==> config.mk <==
export PLATFORM = sky130hd
export DESIGN_NAME = four_pole_ladder_filter_top
export DESIGN_NICKNAME = d
export VERILOG_FILES = /design/src/rtl/ladf_pkg.sv /design/src/rtl/ladf_smul.sv /design/src/rtl/ladf_gain.sv /design/src/rtl/ladf_core.sv /design/src/rtl/four_pole_ladder_filter_top.sv
export SDC_FILE = /design/constraint.sdc
export NUM_CORES = 2
export LEC_CHECK = 0
export ABC_AREA = 1
export BUFFER_PORTS_ARGS = -buffer_cell sky130_fd_sc_hd__buf_2
export CORE_MARGIN = 2
export CORE_UTILIZATION = 50
export DETAILED_ROUTE_END_ITERATION = 10
export HOLD_SLACK_MARGIN = 0.08
export PLACE_DENSITY = 0.66
export SETUP_SLACK_MARGIN = 0.1
export SYNTH_ARGS = -nofsm -noshare
export SYNTH_HDL_FRONTEND = slang
export SYNTH_HIERARCHICAL = 1
export SYNTH_SLANG_ARGS = --single-unit
==> constraint.sdc <==
create_clock -name clk -period 6.3 [get_ports clk]
set_input_delay 1.26 -clock clk [delete_from_list [all_inputs] [get_ports clk]]
set_output_delay 1.26 -clock clk [all_outputs]
set_load 0.1 [all_outputs]
==> src/rtl/ladf_pkg.sv <==
// Shared widths, constants and types for the four-pole ladder filter.
// No dependencies; imported by every module of the block.
`default_nettype none

package ladf_pkg;

	// field and state widths
	localparam int SAMPLE_W   = 16;
	localparam int STATE_W    = 32;
	localparam int CUT_W      = 13;
	localparam int RES_W      = 14;
	localparam int GAIN_W     = 16;
	localparam int FRAC_W     = 12;

	// serial multiplier: gain operand consumed one digit per cycle while step is asserted
	localparam int DIGIT_W    = 4;
	localparam int N_DIGITS   = GAIN_W / DIGIT_W;
	localparam int DIG_CNT_W  = $clog2(N_DIGITS);
	localparam int PROD_W     = STATE_W + GAIN_W;

	// configuration port
	localparam int CFG_IDX_W  = 1;
	localparam int CFG_DATA_W = 14;
	localparam logic [CFG_IDX_W-1:0] REG_CUTOFF    = 1'd0;
	localparam logic [CFG_IDX_W-1:0] REG_RESONANCE = 1'd1;

	// stream widths
	localparam int IN_TDATA_W  = 16;
	localparam int OUT_TDATA_W = SAMPLE_W + 2 * STATE_W;

	// arithmetic constants
	localparam int CUT_COEF = 3276;  // 0.8 in Q12
	localparam logic signed [GAIN_W-1:0]   ONE_GAIN = GAIN_W'(1 << FRAC_W);
	localparam logic signed [SAMPLE_W-1:0] S16_MAX  = 16'sh7FFF;
	localparam logic signed [SAMPLE_W-1:0] S16_MIN  = 16'sh8000;

	typedef struct packed {
		logic signed [GAIN_W-1:0] pole;
		logic signed [GAIN_W-1:0] damp;
	} gains_t;

	typedef struct packed {
		logic load;   // latch operands, clear accumulator
		logic step;   // consume one digit of the gain operand
		logic last;   // this step takes the signed top digit
	} mul_ctl_t;

	typedef struct packed {
		logic signed [STATE_W-1:0]  bandpass;
		logic signed [STATE_W-1:0]  highpass;
		logic signed [SAMPLE_W-1:0] lowpass;
	} result_t;

endpackage

`default_nettype wire

==> src/rtl/ladf_smul.sv <==
// Digit-serial signed multiplier: 32-bit state operand times 16-bit gain.
// Depends on ladf_pkg. Four steps per product, low digits shift out into lo_q.
`default_nettype none

module ladf_smul import ladf_pkg::*; (
	input  wire logic                     clk,
	input  wire mul_ctl_t                 ctl,
	input  wire logic signed [STATE_W-1:0] a,
	input  wire logic signed [GAIN_W-1:0]  b,
	output logic signed [PROD_W-1:0]       prod
);

	localparam int PP_W = STATE_W + DIGIT_W + 1;

	logic signed [STATE_W-1:0] a_q;
	logic        [GAIN_W-1:0]  b_q;
	logic signed [STATE_W:0]   hi_q;
	logic        [GAIN_W-1:0]  lo_q;

	logic signed [DIGIT_W:0] digit;
	logic signed [PP_W-1:0]  pp;
	logic signed [PP_W-1:0]  sum;

	// top digit of a two's complement gain carries negative weight
	always_comb begin
		if (ctl.last) begin
			digit = signed'({b_q[DIGIT_W-1], b_q[DIGIT_W-1:0]});
		end else begin
			digit = signed'({1'b0, b_q[DIGIT_W-1:0]});
		end
		pp  = a_q * digit;
		sum = PP_W'(hi_q) + pp;
	end

	always_ff @(posedge clk) begin
		if (ctl.load) begin
			a_q  <= a;
			b_q  <= b;
			hi_q <= '0;
			lo_q <= '0;
		end else if (ctl.step) begin
			b_q  <= b_q >> DIGIT_W;
			hi_q <= sum[PP_W-1:DIGIT_W];
			lo_q <= {sum[DIGIT_W-1:0], lo_q[GAIN_W-1:DIGIT_W]};
		end
	end

	assign prod = {hi_q[STATE_W-1:0], lo_q};

endmodule

`default_nettype wire

==> src/rtl/ladf_gain.sv <==
// Pole gain and damping derived from the cutoff register, three pipeline stages.
// Depends on ladf_pkg. busy is high while a recompute is in flight.
`default_nettype none

module ladf_gain import ladf_pkg::*; (
	input  wire logic             clk,
	input  wire logic             arst_n,
	input  wire logic             we,
	input  wire logic [CUT_W-1:0] cutoff,
	output gains_t                gains,
	output logic                  busy
);

	localparam int CP_W = CUT_W + FRAC_W;
	localparam int M_W  = 2 * (CUT_W + 1);
	localparam logic [M_W-1:0] BIAS = M_W'((1 << FRAC_W) - 1);

	logic [CUT_W-1:0] cut_q;
	logic             v_s1, v_s2, v_s3;
	logic [CUT_W-1:0] t_s2;
	logic signed [CUT_W:0]   dc_s2;
	logic signed [M_W-1:0]   m_s3;
	gains_t                  gains_q;

	logic [CP_W-1:0]          coef_prod;
	logic [M_W-1:0]           m_biased;
	logic signed [GAIN_W-1:0] quot;
	logic signed [GAIN_W-1:0] pole;

	always_comb begin
		coef_prod = CP_W'(CUT_COEF) * CP_W'(cut_q);
		// truncate toward zero on the divide by 4096
		m_biased  = m_s3 + (m_s3[M_W-1] ? BIAS : '0);
		quot      = signed'(m_biased[FRAC_W+GAIN_W-1:FRAC_W]);
		pole      = signed'(GAIN_W'(cut_q)) + quot;
	end

	always_ff @(posedge clk or negedge arst_n) begin
		if (!arst_n) begin
			v_s1    <= 1'b0;
			v_s2    <= 1'b0;
			v_s3    <= 1'b0;
			gains_q <= '{pole: ONE_GAIN, damp: ONE_GAIN};
		end else begin
			v_s1 <= we;
			v_s2 <= v_s1;
			v_s3 <= v_s2;
			if (v_s3) begin
				gains_q.pole <= pole;
				gains_q.damp <= (pole <<< 1) - ONE_GAIN;
			end
		end
	end

	always_ff @(posedge clk) begin
		if (we) begin
			cut_q <= cutoff;
		end
		t_s2  <= coef_prod[CP_W-1:FRAC_W];
		dc_s2 <= signed'((CUT_W+1)'(1 << FRAC_W) - {1'b0, cut_q});
		m_s3  <= signed'({1'b0, t_s2}) * dc_s2;
	end

	assign gains = gains_q;
	assign busy  = v_s1 | v_s2 | v_s3;

endmodule

`default_nettype wire

==> src/rtl/ladf_core.sv <==
// Filter state and sequencer: feedback, then four ladder stages, each product
// on the shared serial multiplier. Depends on ladf_pkg and ladf_smul.
`default_nettype none

module ladf_core import ladf_pkg::*; (
	input  wire logic                      clk,
	input  wire logic                      arst_n,
	input  wire logic                      start,
	input  wire logic signed [SAMPLE_W-1:0] sample,
	input  wire logic [RES_W-1:0]          resonance,
	input  wire gains_t                    gains,
	output logic                           busy,
	output logic                           res_valid,
	input  wire logic                      res_ready,
	output result_t                        res
);

	localparam logic [2:0] ST_IDLE = 3'd0;
	localparam logic [2:0] ST_LOAD = 3'd1;
	localparam logic [2:0] ST_STEP = 3'd2;
	localparam logic [2:0] ST_DONE = 3'd3;
	localparam logic [2:0] ST_EMIT = 3'd4;

	// one product per op: feedback, then pole (A) and damping (B) per stage
	localparam logic [3:0] OP_FB = 4'd0;
	localparam logic [3:0] OP_A1 = 4'd1;
	localparam logic [3:0] OP_B1 = 4'd2;
	localparam logic [3:0] OP_A2 = 4'd3;
	localparam logic [3:0] OP_B2 = 4'd4;
	localparam logic [3:0] OP_A3 = 4'd5;
	localparam logic [3:0] OP_B3 = 4'd6;
	localparam logic [3:0] OP_A4 = 4'd7;
	localparam logic [3:0] OP_B4 = 4'd8;

	localparam logic [DIG_CNT_W-1:0] DIG_LAST = DIG_CNT_W'(N_DIGITS - 1);
	localparam logic [PROD_W-1:0]    BIAS     = PROD_W'((1 << FRAC_W) - 1);

	logic [2:0]           state_q;
	logic [3:0]           op_q;
	logic [DIG_CNT_W-1:0] dig_q;

	logic signed [SAMPLE_W-1:0] smp_q;
	logic signed [STATE_W-1:0]  fed_q, st1_q, st2_q, st3_q;
	logic signed [SAMPLE_W-1:0] st4_q;
	logic signed [STATE_W-1:0]  cur_q, prev_q, a_q;

	mul_ctl_t                  mctl;
	logic signed [STATE_W-1:0] mul_a;
	logic signed [GAIN_W-1:0]  mul_b;
	logic signed [PROD_W-1:0]  prod;

	logic [PROD_W-1:0]          prod_biased;
	logic signed [STATE_W-1:0]  quot;
	logic signed [STATE_W-1:0]  nv;
	logic signed [STATE_W-1:0]  xin;
	logic signed [SAMPLE_W-1:0] nv_clip;
	logic signed [STATE_W-1:0]  s4_wide;
	logic signed [STATE_W-1:0]  bp_diff;

	// operand select
	always_comb begin
		unique case (op_q)
			OP_FB: begin
				mul_a = STATE_W'(st4_q);
				mul_b = signed'(GAIN_W'(resonance));
			end
			OP_A1, OP_A2, OP_A3, OP_A4: begin
				mul_a = cur_q + prev_q;
				mul_b = gains.pole;
			end
			OP_B1: begin
				mul_a = st1_q;
				mul_b = gains.damp;
			end
			OP_B2: begin
				mul_a = st2_q;
				mul_b = gains.damp;
			end
			OP_B3: begin
				mul_a = st3_q;
				mul_b = gains.damp;
			end
			OP_B4: begin
				mul_a = STATE_W'(st4_q);
				mul_b = gains.damp;
			end
			default: begin
				mul_a = '0;
				mul_b = '0;
			end
		endcase
	end

	assign mctl.load = (state_q == ST_LOAD);
	assign mctl.step = (state_q == ST_STEP);
	assign mctl.last = (state_q == ST_STEP) && (dig_q == DIG_LAST);

	ladf_smul u_smul (
		.clk  (clk),
		.ctl  (mctl),
		.a    (mul_a),
		.b    (mul_b),
		.prod (prod)
	);

	// product / 4096 toward zero, kept to 32 bits; stage result and clip
	always_comb begin
		prod_biased = prod + (prod[PROD_W-1] ? BIAS : '0);
		quot        = signed'(prod_biased[FRAC_W+STATE_W-1:FRAC_W]);
		nv          = a_q - quot;
		xin         = STATE_W'(smp_q) - quot;
		if ((&nv[STATE_W-1:SAMPLE_W-1]) || !(|nv[STATE_W-1:SAMPLE_W-1])) begin
			nv_clip = nv[SAMPLE_W-1:0];
		end else if (nv[STATE_W-1]) begin
			nv_clip = S16_MIN;
		end else begin
			nv_clip = S16_MAX;
		end
	end

	always_ff @(posedge clk or negedge arst_n) begin
		if (!arst_n) begin
			state_q <= ST_IDLE;
			op_q    <= OP_FB;
			dig_q   <= '0;
			fed_q   <= '0;
			st1_q   <= '0;
			st2_q   <= '0;
			st3_q   <= '0;
			st4_q   <= '0;
		end else begin
			unique case (state_q)
				ST_IDLE: begin
					if (start) begin
						op_q    <= OP_FB;
						state_q <= ST_LOAD;
					end
				end
				ST_LOAD: begin
					dig_q   <= '0;
					state_q <= ST_STEP;
				end
				ST_STEP: begin
					dig_q <= dig_q + 1'b1;
					if (dig_q == DIG_LAST) begin
						state_q <= ST_DONE;
					end
				end
				ST_DONE: begin
					unique case (op_q)
						OP_FB:   fed_q <= xin;
						OP_B1:   st1_q <= nv;
						OP_B2:   st2_q <= nv;
						OP_B3:   st3_q <= nv;
						OP_B4:   st4_q <= nv_clip;
						default: ;
					endcase
					if (op_q == OP_B4) begin
						state_q <= ST_EMIT;
					end else begin
						op_q    <= op_q + 1'b1;
						state_q <= ST_LOAD;
					end
				end
				ST_EMIT: begin
					if (res_ready) begin
						state_q <= ST_IDLE;
					end
				end
				default: state_q <= ST_IDLE;
			endcase
		end
	end

	// scratch: cur/prev feed the next stage's input sum (new + old)
	always_ff @(posedge clk) begin
		if (state_q == ST_IDLE && start) begin
			smp_q <= sample;
		end
		if (state_q == ST_DONE) begin
			unique case (op_q)
				OP_FB: begin
					prev_q <= fed_q;
					cur_q  <= xin;
				end
				OP_A1, OP_A2, OP_A3, OP_A4: a_q <= quot;
				OP_B1: begin
					prev_q <= st1_q;
					cur_q  <= nv;
				end
				OP_B2: begin
					prev_q <= st2_q;
					cur_q  <= nv;
				end
				OP_B3: begin
					prev_q <= st3_q;
					cur_q  <= nv;
				end
				default: ;
			endcase
		end
	end

	always_comb begin
		s4_wide      = STATE_W'(st4_q);
		bp_diff      = st3_q - s4_wide;
		res.lowpass  = st4_q;
		res.highpass = fed_q - s4_wide;
		res.bandpass = bp_diff + signed'({bp_diff[STATE_W-2:0], 1'b0});
	end

	assign res_valid = (state_q == ST_EMIT);
	assign busy      = (state_q != ST_IDLE);

`ifndef SYNTHESIS
	a_start_idle: assert property (@(posedge clk) disable iff (!arst_n)
		start |-> state_q == ST_IDLE)
		else $error("item started while sequencer busy");

	a_emit_after_last: assert property (@(posedge clk) disable iff (!arst_n)
		state_q == ST_EMIT |-> op_q == OP_B4)
		else $error("result shown before last stage finished");

	a_step_count: assert property (@(posedge clk) disable iff (!arst_n)
		(state_q == ST_STEP && dig_q == DIG_LAST) |=> state_q == ST_DONE)
		else $error("multiplier digit count broken");
`endif

endmodule

`default_nettype wire

==> src/rtl/four_pole_ladder_filter_top.sv <==
// Top level of the resonant four-pole ladder low-pass filter (Q12).
// Depends on ladf_pkg, ladf_gain, ladf_core (and ladf_smul below it).
//
//   channel   dir  handshake              payload
//   s_axis    in   s_axis_tvalid/tready   tdata[15:0]  sample
//   m_axis    out  m_axis_tvalid/tready   tdata[79:0]  lowpass, highpass, bandpass
//   cfg       in   cfg_we                 cfg_index, cfg_data
//
// Each item runs nine products (feedback, then pole and damping terms of
// four stages) on one 32x4 digit-serial multiplier; each product is loaded,
// stepped digit by digit and written back, between accept and hand-off.
// The next item is taken while a result waits in the output register.
// A cutoff write recomputes the gains in the ladf_gain pipeline; input is held off meanwhile.
// Reset (arst_n low) clears filter state, resonance to 0, gains to cutoff 4096.
`default_nettype none

module four_pole_ladder_filter_top import ladf_pkg::*; (
	input  wire logic                   clk,
	input  wire logic                   arst_n,
	// slave stream
	input  wire logic                   s_axis_tvalid,
	output logic                        s_axis_tready,
	input  wire logic [IN_TDATA_W-1:0]  s_axis_tdata,   // [15:0] sample
	// master stream
	output logic                        m_axis_tvalid,
	input  wire logic                   m_axis_tready,
	output logic [OUT_TDATA_W-1:0]      m_axis_tdata,   // [15:0] lowpass, [47:16] highpass,
	                                                    // [79:48] bandpass
	// configuration writes
	input  wire logic                   cfg_we,
	input  wire logic [CFG_IDX_W-1:0]   cfg_index,
	input  wire logic [CFG_DATA_W-1:0]  cfg_data
);

	logic [RES_W-1:0] resonance_q;
	gains_t           gains;
	logic             gain_busy;
	logic             core_busy;
	logic             start;
	logic             res_valid;
	logic             res_ready;
	result_t          res;
	logic             out_valid_q;
	result_t          out_q;

	always_ff @(posedge clk or negedge arst_n) begin
		if (!arst_n) begin
			resonance_q <= '0;
		end else if (cfg_we && cfg_index == REG_RESONANCE) begin
			resonance_q <= cfg_data[RES_W-1:0];
		end
	end

	ladf_gain u_gain (
		.clk    (clk),
		.arst_n (arst_n),
		.we     (cfg_we && cfg_index == REG_CUTOFF),
		.cutoff (cfg_data[CUT_W-1:0]),
		.gains  (gains),
		.busy   (gain_busy)
	);

	assign s_axis_tready = !core_busy && !gain_busy;
	assign start         = s_axis_tvalid && s_axis_tready;

	ladf_core u_core (
		.clk       (clk),
		.arst_n    (arst_n),
		.start     (start),
		.sample    (signed'(s_axis_tdata[SAMPLE_W-1:0])),
		.resonance (resonance_q),
		.gains     (gains),
		.busy      (core_busy),
		.res_valid (res_valid),
		.res_ready (res_ready),
		.res       (res)
	);

	// output register: core hands off when the slot is empty or draining
	assign res_ready = !out_valid_q || m_axis_tready;

	always_ff @(posedge clk or negedge arst_n) begin
		if (!arst_n) begin
			out_valid_q <= 1'b0;
		end else if (res_valid && res_ready) begin
			out_valid_q <= 1'b1;
		end else if (m_axis_tready) begin
			out_valid_q <= 1'b0;
		end
	end

	always_ff @(posedge clk) begin
		if (res_valid && res_ready) begin
			out_q <= res;
		end
	end

	assign m_axis_tvalid = out_valid_q;
	assign m_axis_tdata  = {out_q.bandpass, out_q.highpass, out_q.lowpass};

endmodule

`default_nettype wire
Word level (Yosys, flattened, before mapping)
Index checks and enable logic that the tools add are counted.
- bits in registers: 560
- input port bits: 36
- word-level logic and storage cells: 126
- $add $sub $neg: 14
- multipliers: 3
- eq/ne operators: 17
- multiplexer cells: 22
- bitwise gates (word level): 3
- reduce and logical (&&, ||, !) cells: 37
- operator list (kind ; count):
    $pmux W32 S5 ; 1
    $pmux W32 S4 ; 1
    $add A32 B32 Y32 ; 2
    $mux W16 ; 4
    $pmux W32 S2 ; 1
    $sub A32 B16 Y32 ; 2
    $pmux W16 S3 ; 1
    $add A44 B44 Y44 ; 1
    $add A33 B37 Y37 ; 1
    $mul A32 B5 Y37 ; 1
    $sub A16 B32 Y32 ; 1
    $sub A32 B32 Y32 ; 1
    $add A28 B28 Y28 ; 1
    $mul A14 B14 Y28 ; 1
    $mux W12 ; 2
    $mul A10 B13 Y23 const A ; 1
    $reduce_and A17 Y1 ; 1
    $reduce_or A17 Y1 ; 1
    $add A14 B16 Y16 ; 1
    $eq A4 B3 Y1 const B ; 4
    $reduce_and A2 Y1 ; 8
    $sub A16 B14 Y16 const B ; 1
    $pmux W3 S5 ; 1
    $sub A13 B13 Y14 const A ; 1
    31 further kinds ; 56

Logic depth before layout (Yosys ltp)
- word-level depth: 7
- depth in mapped cells: 39

By module
The synthesis kept the hierarchy.
- modules (own cells, without submodules) (module ; instances ; cells each ; area each (sq um) ; sequential area each (sq um)):
    ladf_core ; 1 ; 3359 ; 23513.8 ; 7191.9
    ladf_gain ; 1 ; 1651 ; 13362.8 ; 2069.5
    ladf_smul ; 1 ; 1460 ; 10944.2 ; 2422.3
    four_pole_ladder_filter_top ; 1 ; 156 ; 3088.0 ; 2777.7

Least setup slack after synthesis
OpenSTA, ideal clock, no wires.
- path type: input to register
- from: in m_axis_tready
- to: reg out_q (netlist bit m_axis_tdata[0]), enable pin
- library setup time: 545 ps
- arrival time: 5151 ps
- slack: 604 ps
- cell stages on the path: 2
- buffers on the path: 0
- cells stage by stage: inv_1 a21oi_1
- cells in the longest elaborated chain, start to end: 2
- ends and longest elaborated chain (element ; line ; source):
    from (decl) ; four_pole_ladder_filter_top.sv:26 ; input wire logic m_axis_tready,
    $logic_or A1 B1 Y1 ; four_pole_ladder_filter_top.sv:80 ; assign res_ready = !out_valid_q || m_axis_tready;
    $logic_and A1 B1 Y1 ; four_pole_ladder_filter_top.sv:93 ; if (res_valid && res_ready) begin
    to (signal assigned) ; four_pole_ladder_filter_top.sv:94 ; out_q <= res;
    to (decl) ; four_pole_ladder_filter_top.sv:44 ; result_t out_q;
Every way passes these cells.
A chain may end at the register's enable or synchronous reset.

==> qor.yml <==
yosysWarningCount: 6
hold_end: "u_gain/v_s2"
cp_data_arrival_time_ns: 6.29
maxSlewViolCount: 0
overflow: 0
hold_class: "reg2reg"
ios: 118
relSlewSlack_pct: 13.81
critical_path_buf_inv_count: 3
initial_core_util_pct: 50.23
drt-total-wl_mm: 150.2
rsz0062_at_grt: "no"
syn_area_um2: 50890
clock_sinks: 548
syn_to_final_growth_pct: 8.215
syn_avg_cell_area_um2: 7.683
crit_top_cell: "a21oi_1"
dr.pass1.iters: 6
ant_nets: 0
drc_errors: 0
hold_path.startpoint: "u_gain/v_s1"
setup_tns_ns: 0
cts_setup_buffers: 0
required_ns: 6.67
crit_slowest_cell: "a21boi_1"
clk-insertion-delay-late_ns: 0.64
grt_pass1_wl_mm: 233.6
grt_pass1_vias: 41780
die-area_um2: 104300
drt_iter0_drc: 3685
r2r_setup_slack_ns: 0.38
viasPerCell: 5.342
dieHeight_um: 323.0
post-route-min-period_ns: 5.920
slowest_delay_ns: 0.52
numCtsBuffers: 69
core_area_um2: 101300
cts_tree: "yes"
routabilityCongestion: 0.9573
cts-root-buf: "clkbuf_16"
synth_cells: 6623
grt_max_degree: 155
die_w_um: 323.0
setup_viol: 0
crit_family: "compound AO/OA/AOI/OAI gates"
hold_depth: 0
syn_nets: 7418
final_nets: 7486
hold_viol: 0
reg2reg_depth: 27
hpwl_mm: 120.7
worst-path-max-fanout: 5
path_clk_slew_ns: 0.06
crit_cells: 27
num_vias: 43350
timing.rr.end: "m_axis_tdata[79]"
r2r_start: "u_core/st4_q[0]"
clk_path_buf_depth: 3
rows: 117
max_clock_freq_mhz: 168.9
outcome: "complete, no violations"
drv_cap: 0
worst_setup_path_start_kind: "flop"
drive_gt1_share_pct: 8.316
criticalPathCategory: "reg2reg"
io_buffers: 117
wl_per_cell_um: 18.51
worst_pin_slew_ns: 1.293
crit_path_end_kind: "flop"
clock_skew_ns: 0.02706
antenna_found_initial: 3
grt_usage_pct: 28.87
htreeDepth: 3
finalCritPeriodShare_pct: 93.97
[cell usage in the layout, fill, tap and decap left out, types with 11 or more instances in the layout]
master,instances
buf_4,42
dfrtp_1,189
or2_2,21
clkbuf_1,16
o21bai_1,22
nor3_1,46
nand2_2,110
o21ai_0,296
a31oi_1,13
buf_2,116
ha_1,460
inv_2,28
a21o_1,20
xor2_1,146
edfxtp_1,253
xnor2_1,78
dfxtp_1,103
nor2_4,16
clkbuf_16,72
clkinv_2,11
nand4_1,58
nand3_1,299
inv_1,1256
o22ai_1,20
o21ai_1,31
a22oi_1,14
o221ai_1,12
nand3_2,24
o21a_1,17
a21oi_1,331
nor2_2,28
nor2_1,406
a21oi_2,17
nand2_1,1667
nor3_2,16
o211ai_1,18
fa_1,299
nand3b_1,11
a22o_1,23
[area by class of cell]
class / count / area (µm²)
fill: 9712 / 46240
inverter: 1289 / 4843
tap: 1368 / 1712
antenna: 1 / 2.502
sequential: 548 / 14460
clock buffer: 98 / 1993
timing repair buffer: 161 / 949.7
clock inverter: 28 / 344.1
multi-input combinational: 4622 / 30760
[timing repair]
item / in CTS / in global routing
hold buffers: 0 / 0
setup endpoints to repair: 0 / 7
gates resized for setup: 0 / 2
[how the worst max path moves through the flow]
stage	from	endpoint	slack (ns)
floorplan	m_axis_tready	m_axis_tdata[0]	0.60
global placement	u_core/st4_q[2]	m_axis_tdata[79]	0.54
detailed placement	u_core/st4_q[2]	m_axis_tdata[79]	0.54
CTS	u_core/st4_q[2]	m_axis_tdata[79]	0.48
global route	u_core/st4_q[2]	m_axis_tdata[79]	0.11
finish	u_core/st4_q[0]	m_axis_tdata[79]	0.38
[metrics by stage]
stage                     hold WS (ns)  cell area [µm²]  setup WS (ns)  util [%]  instances
final                           0.3795            55070         0.3801     54.36       8115
after global placement          0.3590            52730         0.5427     52.05       7988
after global routing            0.3979            55070         0.1123     54.36       8115
after CTS                       0.3755            55060         0.4849     54.36       8114
after detailed placement        0.3637            52730         0.5434     52.05       7988
after floorplan                 0.3543            50890         0.6036         -       6623
[state kept, by name, indices dropped and copies added, names as in the netlist, 16 cells and up]
name and cells:
m_axis_tdata 80, u_core/u_smul/hi_q 33, u_core/a_q 32, u_core/cur_q 32
u_core/fed_q 32, u_core/prev_q 32, u_core/st1_q 32, u_core/st2_q 32
u_core/st3_q 32, u_core/u_smul/a_q 32, u_gain/m_s3 28, u_gain/gains 20
u_core/smp_q 16, u_core/st4_q 16, u_core/u_smul/b_q 16, u_core/u_smul/lo_q 16
[routing by layer]
metal / vias up / part of all wire [%] / GRT usage, % / routed length, µm
li1: 21070 / - / - / -
met1: 20610 / 45 / 40.39 / 67490
met2: 1441 / 45 / 46.15 / 67750
met3: 228 / 6.6 / 4.088 / 9869
met4: 0 / 3.4 / 9.251 / 5102
met5: - / 0 / 0 / 0
Power is not shown: default switching activity piles up to over one toggle a cycle in this logic, so the estimate is an artifact.
